--- config.mk ---
export PLATFORM = sky130hd
export DESIGN_NAME = laser_stripe_center_extract
export DESIGN_NICKNAME = d
export VERILOG_FILES = /design/src/hw/rtl/lsce_pkg.sv /design/src/hw/rtl/lsce_front.sv /design/src/hw/rtl/lsce_job_fifo.sv /design/src/hw/rtl/lsce_back.sv /design/src/hw/rtl/laser_stripe_center_extract.sv
export SDC_FILE = /design/constraint.sdc
export NUM_CORES = 2
export LEC_CHECK = 0
export BUFFER_PORTS_ARGS = -buffer_cell sky130_fd_sc_hd__buf_2
export CAP_MARGIN = 30
export CORE_UTILIZATION = 54
export DETAILED_ROUTE_END_ITERATION = 7
export HOLD_SLACK_MARGIN = 0.03
export MAX_ROUTING_LAYER = met4
export PLACE_DENSITY = 0.7
export SLEW_MARGIN = 40
export SYNTH_ARGS = -nofsm -noshare
export SYNTH_HDL_FRONTEND = slang
export SYNTH_SLANG_ARGS = --single-unit
--- constraint.sdc ---
create_clock -name clk -period 18.24 [get_ports clk]
set_clock_uncertainty 0.1 [all_clocks]
set_input_delay 0 -clock clk [delete_from_list [all_inputs] [get_ports clk]]
set_output_delay 0 -clock clk [all_outputs]
set_load 0.01 [all_outputs]
--- src/hw/rtl/lsce_pkg.sv ---
// Shared types and constants for the laser stripe center extractor.
// No dependencies; every other file of the block imports this package.
package lsce_pkg;

  localparam int MAX_COLUMNS = 4096;
  localparam int MAX_ROWS    = 4096;
  localparam int COL_W       = 12;
  localparam int CNT_W       = 13;
  localparam int ROW_W       = 12;
  localparam int GRAD_W      = 9;
  localparam int CENTRE_W    = 20;
  localparam int CENTRE_MAX  = 1048320;

  localparam logic [1:0] REG_GRAD_THRESHOLD = 2'd0;
  localparam logic [1:0] REG_WIDTH_MIN      = 2'd1;
  localparam logic [1:0] REG_WIDTH_MAX      = 2'd2;

  typedef struct packed {
    logic        [8:0]  thr;
    logic signed [12:0] wmin;
    logic signed [12:0] wmax;
  } cfg_t;

  typedef struct packed {
    logic signed [GRAD_W-1:0] pk0;
    logic signed [GRAD_W-1:0] pk1;
    logic signed [GRAD_W-1:0] pk2;
    logic signed [GRAD_W-1:0] tr0;
    logic signed [GRAD_W-1:0] tr1;
    logic signed [GRAD_W-1:0] tr2;
    logic signed [GRAD_W-1:0] prev;
    logic        [COL_W-1:0]  pk_col;
    logic        [COL_W-1:0]  tr_col;
    logic                     pk_pend;
    logic                     tr_pend;
  } track_t;

  typedef struct packed {
    logic signed [GRAD_W-1:0] pk0;
    logic signed [GRAD_W-1:0] pk1;
    logic signed [GRAD_W-1:0] pk2;
    logic signed [GRAD_W-1:0] tr0;
    logic signed [GRAD_W-1:0] tr1;
    logic signed [GRAD_W-1:0] tr2;
    logic        [COL_W-1:0]  m;
    logic        [COL_W-1:0]  nn;
    logic        [CNT_W-1:0]  n;
    logic        [ROW_W-1:0]  row;
    logic                     last;
  } job_t;

endpackage

--- src/hw/rtl/lsce_front.sv ---
// Pixel front end: gradient, extremum tracking and row bookkeeping.
// Depends on lsce_pkg; emits one job per row end into the job queue.
module lsce_front import lsce_pkg::*; (
  input  logic              clk,
  input  logic              rst_n,
  input  logic              accept,
  input  logic [7:0]        pixel,
  input  logic              row_end,
  input  logic              frame_end,
  output logic              job_push,
  output job_t              job
);

  logic [7:0]       pd0_r, pd1_r;
  logic [CNT_W-1:0] col_cnt_r;
  logic [ROW_W-1:0] row_cnt_r;
  track_t           trk_r;

  logic                     in_room;
  logic signed [GRAD_W-1:0] grad;
  logic [CNT_W-1:0]         n_cols;
  logic [CNT_W-1:0]         k_m1;
  logic [CNT_W-1:0]         n_m1;
  track_t                   trk1, trk2;

  function automatic track_t take_grad(track_t s, logic signed [GRAD_W-1:0] g,
                                       logic [COL_W-1:0] c);
    track_t r;
    r = s;
    if (r.pk_pend) begin
      r.pk2 = g;
      r.pk_pend = 1'b0;
    end
    if (r.tr_pend) begin
      r.tr2 = g;
      r.tr_pend = 1'b0;
    end
    if (c == '0 || g >= r.pk1) begin
      r.pk0 = s.prev;
      r.pk1 = g;
      r.pk2 = '0;
      r.pk_col = c;
      r.pk_pend = 1'b1;
    end
    if (c == '0 || g < r.tr1) begin
      r.tr0 = s.prev;
      r.tr1 = g;
      r.tr2 = '0;
      r.tr_col = c;
      r.tr_pend = 1'b1;
    end
    r.prev = g;
    return r;
  endfunction

  always_comb begin
    in_room = col_cnt_r < CNT_W'(MAX_COLUMNS);
    k_m1 = col_cnt_r - CNT_W'(1);
    if (col_cnt_r == CNT_W'(1)) begin
      grad = '0;
    end else begin
      grad = $signed({1'b0, pixel}) - $signed({1'b0, pd1_r});
    end
    trk1 = trk_r;
    if (in_room && col_cnt_r != '0) begin
      trk1 = take_grad(trk_r, grad, k_m1[COL_W-1:0]);
    end
    n_cols = in_room ? col_cnt_r + CNT_W'(1) : col_cnt_r;
    n_m1 = n_cols - CNT_W'(1);
    trk2 = take_grad(trk1, '0, n_m1[COL_W-1:0]);

    job_push = accept && row_end;
    job.pk0  = trk2.pk0;
    job.pk1  = trk2.pk1;
    job.pk2  = trk2.pk2;
    job.tr0  = trk2.tr0;
    job.tr1  = trk2.tr1;
    job.tr2  = trk2.tr2;
    job.m    = trk2.pk_col;
    job.nn   = trk2.tr_col;
    job.n    = n_cols;
    job.row  = row_cnt_r;
    job.last = frame_end;
  end

  always_ff @(posedge clk) begin
    if (!rst_n) begin
      pd0_r <= '0;
      pd1_r <= '0;
      col_cnt_r <= '0;
      row_cnt_r <= '0;
      trk_r <= '0;
    end else if (accept) begin
      if (row_end) begin
        pd0_r <= '0;
        pd1_r <= '0;
        col_cnt_r <= '0;
        trk_r <= '0;
        if (frame_end) begin
          row_cnt_r <= '0;
        end else if (row_cnt_r < ROW_W'(MAX_ROWS - 1)) begin
          row_cnt_r <= row_cnt_r + ROW_W'(1);
        end
      end else begin
        trk_r <= trk1;
        if (in_room) begin
          pd1_r <= pd0_r;
          pd0_r <= pixel;
          col_cnt_r <= col_cnt_r + CNT_W'(1);
        end
      end
    end
  end

endmodule

--- src/hw/rtl/lsce_job_fifo.sv ---
// Two-entry queue of row jobs between the pixel front end and the solver.
// Depends on lsce_pkg for the job type.
module lsce_job_fifo import lsce_pkg::*; (
  input  logic clk,
  input  logic rst_n,
  input  logic push,
  input  job_t push_job,
  input  logic pop,
  output job_t pop_job,
  output logic full,
  output logic empty
);

  job_t       slot_r [2];
  logic       wr_ptr_r, rd_ptr_r;
  logic [1:0] count_r;
  logic       do_push, do_pop;

  assign full    = count_r == 2'd2;
  assign empty   = count_r == 2'd0;
  assign do_push = push && !full;
  assign do_pop  = pop && !empty;
  assign pop_job = slot_r[rd_ptr_r];

  always_ff @(posedge clk) begin
    if (do_push) begin
      slot_r[wr_ptr_r] <= push_job;
    end
  end

  always_ff @(posedge clk) begin
    if (!rst_n) begin
      wr_ptr_r <= 1'b0;
      rd_ptr_r <= 1'b0;
      count_r <= '0;
    end else begin
      if (do_push) begin
        wr_ptr_r <= ~wr_ptr_r;
      end
      if (do_pop) begin
        rd_ptr_r <= ~rd_ptr_r;
      end
      if (do_push && !do_pop) begin
        count_r <= count_r + 2'd1;
      end else if (do_pop && !do_push) begin
        count_r <= count_r - 2'd1;
      end
    end
  end

endmodule

--- src/hw/rtl/lsce_back.sv ---
// Row solver: stripe filters, parabola refinement and the center division.
// Depends on lsce_pkg; takes jobs from the queue and holds the result register.
module lsce_back import lsce_pkg::*; (
  input  logic                clk,
  input  logic                rst_n,
  input  cfg_t                cfg,
  input  logic                job_empty,
  input  job_t                job,
  output logic                job_pop,
  output logic                out_empty,
  input  logic                out_pop,
  output logic [ROW_W-1:0]    out_row_number,
  output logic                out_found,
  output logic [CENTRE_W-1:0] out_centre_q8,
  output logic                out_last
);

  typedef enum logic [3:0] {
    S_IDLE, S_PREP, S_M1, S_M2, S_M3, S_NORM, S_M4, S_NUM, S_OVF, S_DIV, S_DONE
  } state_t;

  state_t state_r;
  job_t   job_r;
  logic   pass_r;
  logic signed [10:0] a1_r, a2_r;
  logic signed [9:0]  b1_r, b2_r;
  logic [CNT_W-1:0]   sum_r;
  logic signed [21:0] den_r;
  logic signed [20:0] s1_r;
  logic signed [21:0] s_r;
  logic [33:0]        prod_r;
  logic signed [43:0] num_r;
  logic [42:0]        rem_r, dsh_r;
  logic [20:0]        q_r;
  logic [4:0]         cnt_r;
  logic               out_valid_r;

  logic signed [10:0] thr_s, pk0_e, pk1_e, pk2_e, tr0_e, tr1_e, tr2_e;
  logic signed [12:0] wid;
  logic [CNT_W-1:0]   n_m1;
  logic               pass_nxt;
  logic signed [21:0] m1_prod;
  logic signed [20:0] m2_prod;
  logic signed [21:0] m3_prod;
  logic [21:0]        dvs;
  logic [CENTRE_W-1:0] centre_sat;
  logic               out_load;

  always_comb begin
    thr_s = $signed({2'b00, cfg.thr});
    pk0_e = 11'(job_r.pk0);
    pk1_e = 11'(job_r.pk1);
    pk2_e = 11'(job_r.pk2);
    tr0_e = 11'(job_r.tr0);
    tr1_e = 11'(job_r.tr1);
    tr2_e = 11'(job_r.tr2);
    wid = $signed({1'b0, job_r.nn}) - $signed({1'b0, job_r.m});
    n_m1 = job_r.n - CNT_W'(1);
    pass_nxt = (pk1_e >= thr_s) && (tr1_e <= -thr_s)
               && (wid >= cfg.wmin) && (wid <= cfg.wmax)
               && (job_r.m != '0) && ({1'b0, job_r.m} < n_m1)
               && (job_r.nn != '0) && ({1'b0, job_r.nn} < n_m1);
    m1_prod = a1_r * a2_r;
    m2_prod = b1_r * a2_r;
    m3_prod = b2_r * a1_r;
    dvs = {den_r[20:0], 1'b0};
    centre_sat = (q_r > 21'(CENTRE_MAX)) ? CENTRE_W'(CENTRE_MAX) : q_r[CENTRE_W-1:0];
  end

  assign job_pop   = (state_r == S_IDLE) && !job_empty;
  assign out_empty = !out_valid_r;
  assign out_load  = (state_r == S_DONE) && (!out_valid_r || out_pop);

  always_ff @(posedge clk) begin
    if (!rst_n) begin
      state_r <= S_IDLE;
      out_valid_r <= 1'b0;
    end else begin
      if (out_load) begin
        out_valid_r <= 1'b1;
      end else if (out_pop) begin
        out_valid_r <= 1'b0;
      end
      case (state_r)
        S_IDLE: begin
          if (!job_empty) begin
            job_r <= job;
            state_r <= S_PREP;
          end
        end
        S_PREP: begin
          pass_r <= pass_nxt;
          a1_r <= pk0_e + pk2_e - (pk1_e <<< 1);
          a2_r <= tr0_e + tr2_e - (tr1_e <<< 1);
          b1_r <= 10'(pk2_e - pk0_e);
          b2_r <= 10'(tr2_e - tr0_e);
          sum_r <= {1'b0, job_r.m} + {1'b0, job_r.nn};
          state_r <= pass_nxt ? S_M1 : S_DONE;
        end
        S_M1: begin
          den_r <= -m1_prod;
          state_r <= S_M2;
        end
        S_M2: begin
          s1_r <= m2_prod;
          state_r <= S_M3;
        end
        S_M3: begin
          s_r <= 22'(s1_r) + m3_prod;
          state_r <= S_NORM;
        end
        S_NORM: begin
          if (den_r == '0) begin
            pass_r <= 1'b0;
            state_r <= S_DONE;
          end else begin
            if (den_r < 0) begin
              den_r <= -den_r;
              s_r <= -s_r;
            end
            state_r <= S_M4;
          end
        end
        S_M4: begin
          prod_r <= {21'b0, sum_r} * {13'b0, den_r[20:0]};
          state_r <= S_NUM;
        end
        S_NUM: begin
          num_r <= $signed({2'b00, prod_r, 8'b0})
                   + $signed({{15{s_r[21]}}, s_r, 7'b0})
                   + $signed({23'b0, den_r[20:0]});
          state_r <= S_OVF;
        end
        S_OVF: begin
          if (num_r[43]) begin
            q_r <= '0;
            state_r <= S_DONE;
          end else if (num_r[42:0] >= {dvs, 21'b0}) begin
            q_r <= '1;
            state_r <= S_DONE;
          end else begin
            rem_r <= num_r[42:0];
            dsh_r <= {1'b0, dvs, 20'b0};
            q_r <= '0;
            cnt_r <= 5'd20;
            state_r <= S_DIV;
          end
        end
        S_DIV: begin
          if (rem_r >= dsh_r) begin
            rem_r <= rem_r - dsh_r;
            q_r <= {q_r[19:0], 1'b1};
          end else begin
            q_r <= {q_r[19:0], 1'b0};
          end
          dsh_r <= dsh_r >> 1;
          cnt_r <= cnt_r - 5'd1;
          if (cnt_r == '0) begin
            state_r <= S_DONE;
          end
        end
        S_DONE: begin
          if (out_load) begin
            out_row_number <= job_r.row;
            out_found <= pass_r;
            out_centre_q8 <= pass_r ? centre_sat : '0;
            out_last <= job_r.last;
            state_r <= S_IDLE;
          end
        end
        default: begin
          state_r <= S_IDLE;
        end
      endcase
    end
  end

endmodule

--- src/hw/rtl/laser_stripe_center_extract.sv ---
// Top level of the laser stripe center extractor with its configuration registers.
// Depends on lsce_pkg, lsce_front, lsce_job_fifo and lsce_back.
//
// Pixels enter one per clock in row order while in_full is low; the front end forms the
// gradient and tracks the rising and falling stripe edges as they stream by. Each row end
// hands a job to a two-row queue, and the solver turns it into one result, finishing one
// row before it takes the next; a 21-step restoring divider dominates the solve time when
// the edges pass the filters, and rows that fail them skip the arithmetic. Input stalls
// (in_full) only while the queue already holds two rows, so rows longer than the solve
// time run at the full pixel rate. Configuration writes are accepted every cycle.
module laser_stripe_center_extract import lsce_pkg::*; (
  input  logic                clk,
  input  logic                rst_n,
  input  logic                in_push,
  output logic                in_full,
  input  logic [7:0]          in_pixel,
  input  logic                in_row_end,
  input  logic                in_frame_end,
  output logic                out_empty,
  input  logic                out_pop,
  output logic [ROW_W-1:0]    out_row_number,
  output logic                out_found,
  output logic [CENTRE_W-1:0] out_centre_q8,
  output logic                out_last,
  input  logic                cfg_valid,
  output logic                cfg_ready,
  input  logic [1:0]          cfg_index,
  input  logic [12:0]         cfg_data
);

  cfg_t cfg_r;
  logic accept;
  logic job_push, job_pop, job_full, job_empty;
  job_t push_job, pop_job;

  assign cfg_ready = 1'b1;
  assign in_full   = job_full;
  assign accept    = in_push && !job_full;

  always_ff @(posedge clk) begin
    if (!rst_n) begin
      cfg_r.thr <= 9'd35;
      cfg_r.wmin <= 13'sd1;
      cfg_r.wmax <= 13'sd20;
    end else if (cfg_valid && cfg_ready) begin
      case (cfg_index)
        REG_GRAD_THRESHOLD: cfg_r.thr <= cfg_data[8:0];
        REG_WIDTH_MIN:      cfg_r.wmin <= $signed(cfg_data);
        REG_WIDTH_MAX:      cfg_r.wmax <= $signed(cfg_data);
        default: begin
        end
      endcase
    end
  end

  lsce_front u_front (
    .clk       (clk),
    .rst_n     (rst_n),
    .accept    (accept),
    .pixel     (in_pixel),
    .row_end   (in_row_end),
    .frame_end (in_frame_end),
    .job_push  (job_push),
    .job       (push_job)
  );

  lsce_job_fifo u_fifo (
    .clk      (clk),
    .rst_n    (rst_n),
    .push     (job_push),
    .push_job (push_job),
    .pop      (job_pop),
    .pop_job  (pop_job),
    .full     (job_full),
    .empty    (job_empty)
  );

  lsce_back u_back (
    .clk            (clk),
    .rst_n          (rst_n),
    .cfg            (cfg_r),
    .job_empty      (job_empty),
    .job            (pop_job),
    .job_pop        (job_pop),
    .out_empty      (out_empty),
    .out_pop        (out_pop),
    .out_row_number (out_row_number),
    .out_found      (out_found),
    .out_centre_q8  (out_centre_q8),
    .out_last       (out_last)
  );

endmodule

* After elaboration in Yosys (flattened, before gate mapping)
Memories as Yosys holds them, arrays and structs flattened. A register that Yosys moved wholly into a read port is not among the register bits.
Index checks and enable logic that the tools add are counted.
** Operators by class
- Add/subtract/negate cells :: 25
- $mul :: 4
- Order comparisons :: 16
- Equality and inequality tests :: 23
- Multiplexer cells :: 62
- Bitwise logic cells :: 4
- Reductions and logical operators :: 63
** Operators by type and width (count)
- $mux 43 :: 5
- $mux 89 :: 2
- $pmux 43 s2 :: 2
- $mux 27 :: 4
- $mux 22 :: 4
- $pmux 22 s2 :: 2
- $ge 43x43->1 :: 2
- $mux 12 :: 6
- $neg 22->22 :: 3
- $mux 9 :: 5
- $add 43x29->44 :: 1
- $add 44x22->44 :: 1
- $pmux 4 s11 :: 1
- $sub 43x43->43 :: 1
- $mul 10x11->21 :: 2
- $mux 21 :: 2
- $pmux 21 s2 :: 1
- $mul 13x21->34 :: 1
- $mux 8 :: 4
- $lt 12x13->1 :: 2
- $mux 13 :: 2
- $logic_not 12->1 :: 2
- $mux 4 :: 6
- $reduce_bool 12->1 :: 2
- other kinds (58) :: 134
** Word-level totals
- Register bits after elaboration :: 519
- Bits in writable memories :: 208
- Bits of input ports :: 30
- Output and inout bits :: 37
- Word-level logic and storage cells :: 241
- Memories kept :: 1
** Memories
- u_fifo.slot_r :: words 2, bits a word 104, rd ports 1, clocked after memory_dff 1, wr ports 1, line lsce_job_fifo.sv:14 : job_t slot_r [2];

* Logic depth before layout (Yosys ltp)
- Depth in word-level cells :: 11
- Mapped depth :: 28
- Mapped depth without buffers :: 26

* Modules after synthesis
From an unflattened synthesis, not the netlist that was laid out.
** Second synthesis, totals
- Cells, all modules :: 6531
- Area total of the unflattened synthesis :: 67061.8 um^2
** Modules (own cells, without submodules)
- lsce_back :: times used 1, cells each 5007, area each 49179.7 um^2, sequential area each 13492.9 um^2
- lsce_front :: times used 1, cells each 1035, area each 8496.9 um^2, sequential area each 2602.5 um^2
- lsce_job_fifo :: times used 1, cells each 349, area each 7990.2 um^2, sequential area each 6346.1 um^2
- laser_stripe_center_extract :: times used 1, cells each 140, area each 1395.1 um^2, sequential area each 700.7 um^2

* Least setup slack after synthesis
OpenSTA, ideal clock, no wires.
- Kind :: reg-to-reg
- Start :: reg u_back.den_r[11]
- End :: reg u_back.prod_r[33], data pin
- Library setup time :: 136 ps
- Arrival :: 5947 ps
- Data required time :: 18004 ps
- Setup slack :: 12057 ps
- Cell stages (with the launch flop) :: 22
- Path buffers :: 2
- Clock period less this slack :: 6183 ps
- Cell sequence :: edfxtp_1 > clkbuf_1 > clkbuf_1 > nand2_1 > fa_1 > inv_1 > fa_1 > fa_1 > fa_1 > fa_1 > ha_1 > nor3_1 > nand2_1 > nor3_1 > o21bai_1 > o311a_1 > o221a_2 > a21o_1 > a41oi_1 > o211ai_1 > or4_1 > nand3_1
** Between the ends
- Longest elaborated chain between the ends :: 1
** Ends and longest elaborated chain
- start: declaration :: line lsce_back.sv:28 : logic signed [21:0] den_r;
- start signal: assignment :: line lsce_back.sv:101 : den_r <= -m1_prod;
- start signal: assignment :: line lsce_back.sv:118 : den_r <= -den_r;
- $mul 13x21->34 :: line lsce_back.sv:125 : prod_r <= {21'b0, sum_r} * {13'b0, den_r[20:0]};
- end signal: assignment :: line lsce_back.sv:125
- end: declaration :: line lsce_back.sv:31 : logic [33:0] prod_r;
No other way between the ends.
A chain may end at the register's enable or synchronous reset.

* Final worst setup path
- Start :: reg u_back.sum_r[1]
- End :: reg u_back.prod_r[32], data pin
** Between the ends
- Longest elaborated chain between the ends :: 1
** Ends and longest elaborated chain
- start: declaration :: line lsce_back.sv:27 : logic [CNT_W-1:0] sum_r;
- start signal: assignment :: line lsce_back.sv:97 : sum_r <= {1'b0, job_r.m} + {1'b0, job_r.nn};
- $mul 13x21->34 :: line lsce_back.sv:125
No other way between the ends.

==> flow_summary_export.csv <==
group,metric,value,unit
global_route,grt_usage,27.31,%
worst_setup_path,reg2reg_from,"u_back.sum_r[1]",
global_route,overflow,0,
floorplanning,chipWidth,349.3,µm
synthesis,synth_area,65150,µm²
worst_setup_path,crit_path_max_fanout,21,
sta,period_minus_slack,7.134,ns
worst_setup_path,cp.required,18.58,ns
synthesis,synth.distinct_cells,100,
synthesis,syn_avg_cell_area,10.27,µm²
min_path,hold_start,"cfg_data[2]",
synthesis,synth-edff-count,654,
clock_tree,cts-buffers-inserted,93,
clock_tree,clock_path_buffers,3,
floorplanning,core-area,119800,µm²
synthesis,syn-num-nets,7491,
worst_setup_path,crit_path_end_kind,"register",
sta,rsz0062_at_grt,"no",
layout,area_growth,9.172,%
clock_tree,cts_tree,"built",
place,gp_congestion,0.9334,
min_path,min_to,"cfg_r[28]",
clock_tree,cts_root_buf,"clkbuf_16",
global_route,grt_start_max_net_pins,100,
sta,fin_crit_sh,39.11,%
worst_setup_path,worstPathArrival,7.47,ns
floorplanning,start_util,54.38,%
drt,dr.pass1.iters,6,
synthesis,ys_warn_count,0,
status,status,"completed",
synthesis,synth_cells,6345,
worst_setup_path,r2r_cells,21,
sta,fmax,0.1402,GHz
sta,fin_setup_tns,0,ns
clock_tree,cts_resized,0,
drt,drc_errors,0,
global_route,antenna_found_initial,8,
drt,drtIter0Drc,3370,
drt,postRouteAntennaNets,0,
clock_tree,clk_pin_slew,0.07,ns
global_route,grt_pass1_wl,253.3,mm
synthesis,ys_seq_area_share,35.49,%
floorplanning,fp.dieH,349.3,µm
worst_setup_path,r2r_slack,11.11,ns
drt,vias_per_cell,5.616,
layout,drive_gt1_share,7.221,%
drt,avgRoutedWirePerCell,19.74,µm
clock_tree,clk_latency,0.73,ns
place,port_buffers,65,
global_route,grt_pass1_vias,46060,
floorplanning,num_rows,127,
place,dpl_cell_area,67100,µm²
worst_setup_path,crit_path_start_kind,"register",
clock_tree,cts_num_sinks,828,
drt,vias,45438,
place,post-dp-hpwl,121.1,mm
layout,final_nets,7532,
sta,hold_viol_final,0,
min_path,holdCritPathClass,"in -> reg",
worst_setup_path,r2r_end,"u_back.prod_r[32]",
sta,setup_viol,0,
drt,drt-total-wl,159.7,mm
sta,maxSlewViolCount,0,
run,max_cap_viol_count,0,
synthesis,synth_ff_type,"edfxtp_1",
floorplanning,die-area,122000,µm²
clock_tree,htree_num_levels,3,
synthesis,async_flop_share,0,%
floorplanning,num_io_pins,67,
synthesis,synth-seq-cells,828,
sta,worst_pin_slew,0.9232,ns
sta,relSlewSlack,37.65,%
min_path,worstHoldPathCells,4,
layout,stdcell_area,71120,µm²
worst_setup_path,path_class,"reg -> reg",
final cells by class:
class                      count  area, µm²
fill                        9977      48690
multi-input combinational   4315      37610
sequential                   828      23130
inverter                     946       3552
clock buffer                 116       2496
tap                         1612       2017
timing repair buffer         202       1595
clock inverter                60      694.4
antenna                       12      30.03
through the flow:
step	cells	utilization, %	setup WS [ns]	hold slack (ns)
after floorplan	6345	-	12.06	-0.001131
after global placement	7821	55.91	11.46	0.1378
after detailed placement	7825	56.01	11.29	0.1384
after CTS	8069	59.24	11.18	0.03157
after global routing	8087	59.35	10.81	0.05051
final	8091	59.36	11.11	0.09455
synthesized netlist by cell type (18+ instances only):
library cell / instances / area, µm²
a21o_1: 81 / 608.1
a21oi_1: 271 / 1356
a22o_1: 40 / 350.3
a22oi_1: 81 / 608.1
a31oi_1: 20 / 125.1
and2_1: 265 / 1658
and3_1: 34 / 212.7
buf_2: 20 / 100.1
clkbuf_1: 223 / 837.1
dfxtp_1: 174 / 3483
edfxtp_1: 654 / 19640
fa_1: 580 / 11610
ha_1: 536 / 6706
inv_1: 943 / 3540
mux2_2: 106 / 1194
mux2i_1: 30 / 300.3
nand2_1: 610 / 2290
nand2b_1: 69 / 431.7
nand3_1: 61 / 305.3
nand4_1: 31 / 193.9
nor2_1: 428 / 1607
nor2b_1: 53 / 331.6
nor3_1: 72 / 360.4
nor4_1: 48 / 300.3
o211ai_1: 18 / 135.1
o21a_1: 61 / 457.9
o21ai_0: 214 / 1071
o21bai_1: 34 / 255.2
or3_1: 35 / 219.0
xnor2_1: 198 / 1734
xor2_1: 104 / 910.9
layer usage:
metal	vias to the layer above	routed length, µm	track usage, %
met3	294	8967	3.636
li1	21287	-	-
met5	-	0	-
met4	0	5573	9.748
met1	22541	69050	35.59
met2	1316	76130	43.79
how the worst max path moves through the flow:
stage / slack, ns / end / startpoint
floorplan: 12.06 / u_back.prod_r[33] / u_back.den_r[11]
global route: 10.81 / u_back.prod_r[32] / u_back.den_r[6]
detailed placement: 11.29 / u_back.prod_r[32] / u_back.sum_r[1]
finish: 11.11 / u_back.prod_r[32] / u_back.sum_r[1]
global placement: 11.46 / u_back.prod_r[32] / u_back.sum_r[1]
CTS: 11.18 / u_back.prod_r[32] / u_back.sum_r[1]
cells in the final DEF, fill, tap and decap left out, types with 95 or more instances in the layout:
| master | netlist | layout |
|---|---|---|
| inv_1 | 943 | 943 |
| edfxtp_1 | 654 | 654 |
| nand2_1 | 610 | 610 |
| fa_1 | 580 | 580 |
| ha_1 | 536 | 536 |
| nor2_1 | 428 | 420 |
| a21oi_1 | 271 | 271 |
| and2_1 | 265 | 262 |
| o21ai_0 | 214 | 212 |
| xnor2_1 | 198 | 198 |
| dfxtp_1 | 174 | 172 |
| mux2_2 | 106 | 106 |
| xor2_1 | 104 | 104 |
| clkbuf_16 | 0 | 95 |
repair_timing:
action / in CTS / in global routing
buffers inserted: 0 / 0
endpoints found under the setup margin: 0 / 0
hold endpoints to repair: 103 / 0
hold buffers: 68 / 0
critical path, stage by stage (launching register included):
cell and delay (ns):
edfxtp_1 0.81, nand2_1 0.17, fa_1 0.59, inv_1 0.06, fa_1 0.47, fa_1 0.52
inv_1 0.06, fa_1 0.49, fa_1 0.49, inv_1 0.04, ha_1 0.33, nand2_1 0.09
o21ai_0 0.51, o211a_1 0.22, o21ai_0 0.12, a21boi_0 0.69, a21oi_1 0.25, o211ai_1 0.31
nand2_1 0.09, o2111ai_1 0.19, a21oi_1 0.11, xnor2_1 0.13
cells by family after synthesis:
logic type,Yosys count,synth area share (%)
flip-flops,828,35.49
AND/OR/NAND/NOR,1778,13.10
XOR/XNOR,303,4.095
other,1,0.005756
multiplexers,137,2.314
buffers and inverters,1202,7.004
adder cells (fa/ha/maj),1116,28.12
AO/OA/AOI/OAI,980,9.877
flip-flops by register name (all words and copies together) (netlist names), 34 cells and up:
name           count
u_back.job_r     104
u_fifo.slot_r    208
cfg_r             35
u_front.trk_r     89
u_back.rem_r      43
u_back.dsh_r      42
u_back.num_r      44
u_back.prod_r     34
Power is left out: the tool's default activity adds up to more than one toggle a clock period on the data nets, which glitch-free logic cannot reach.
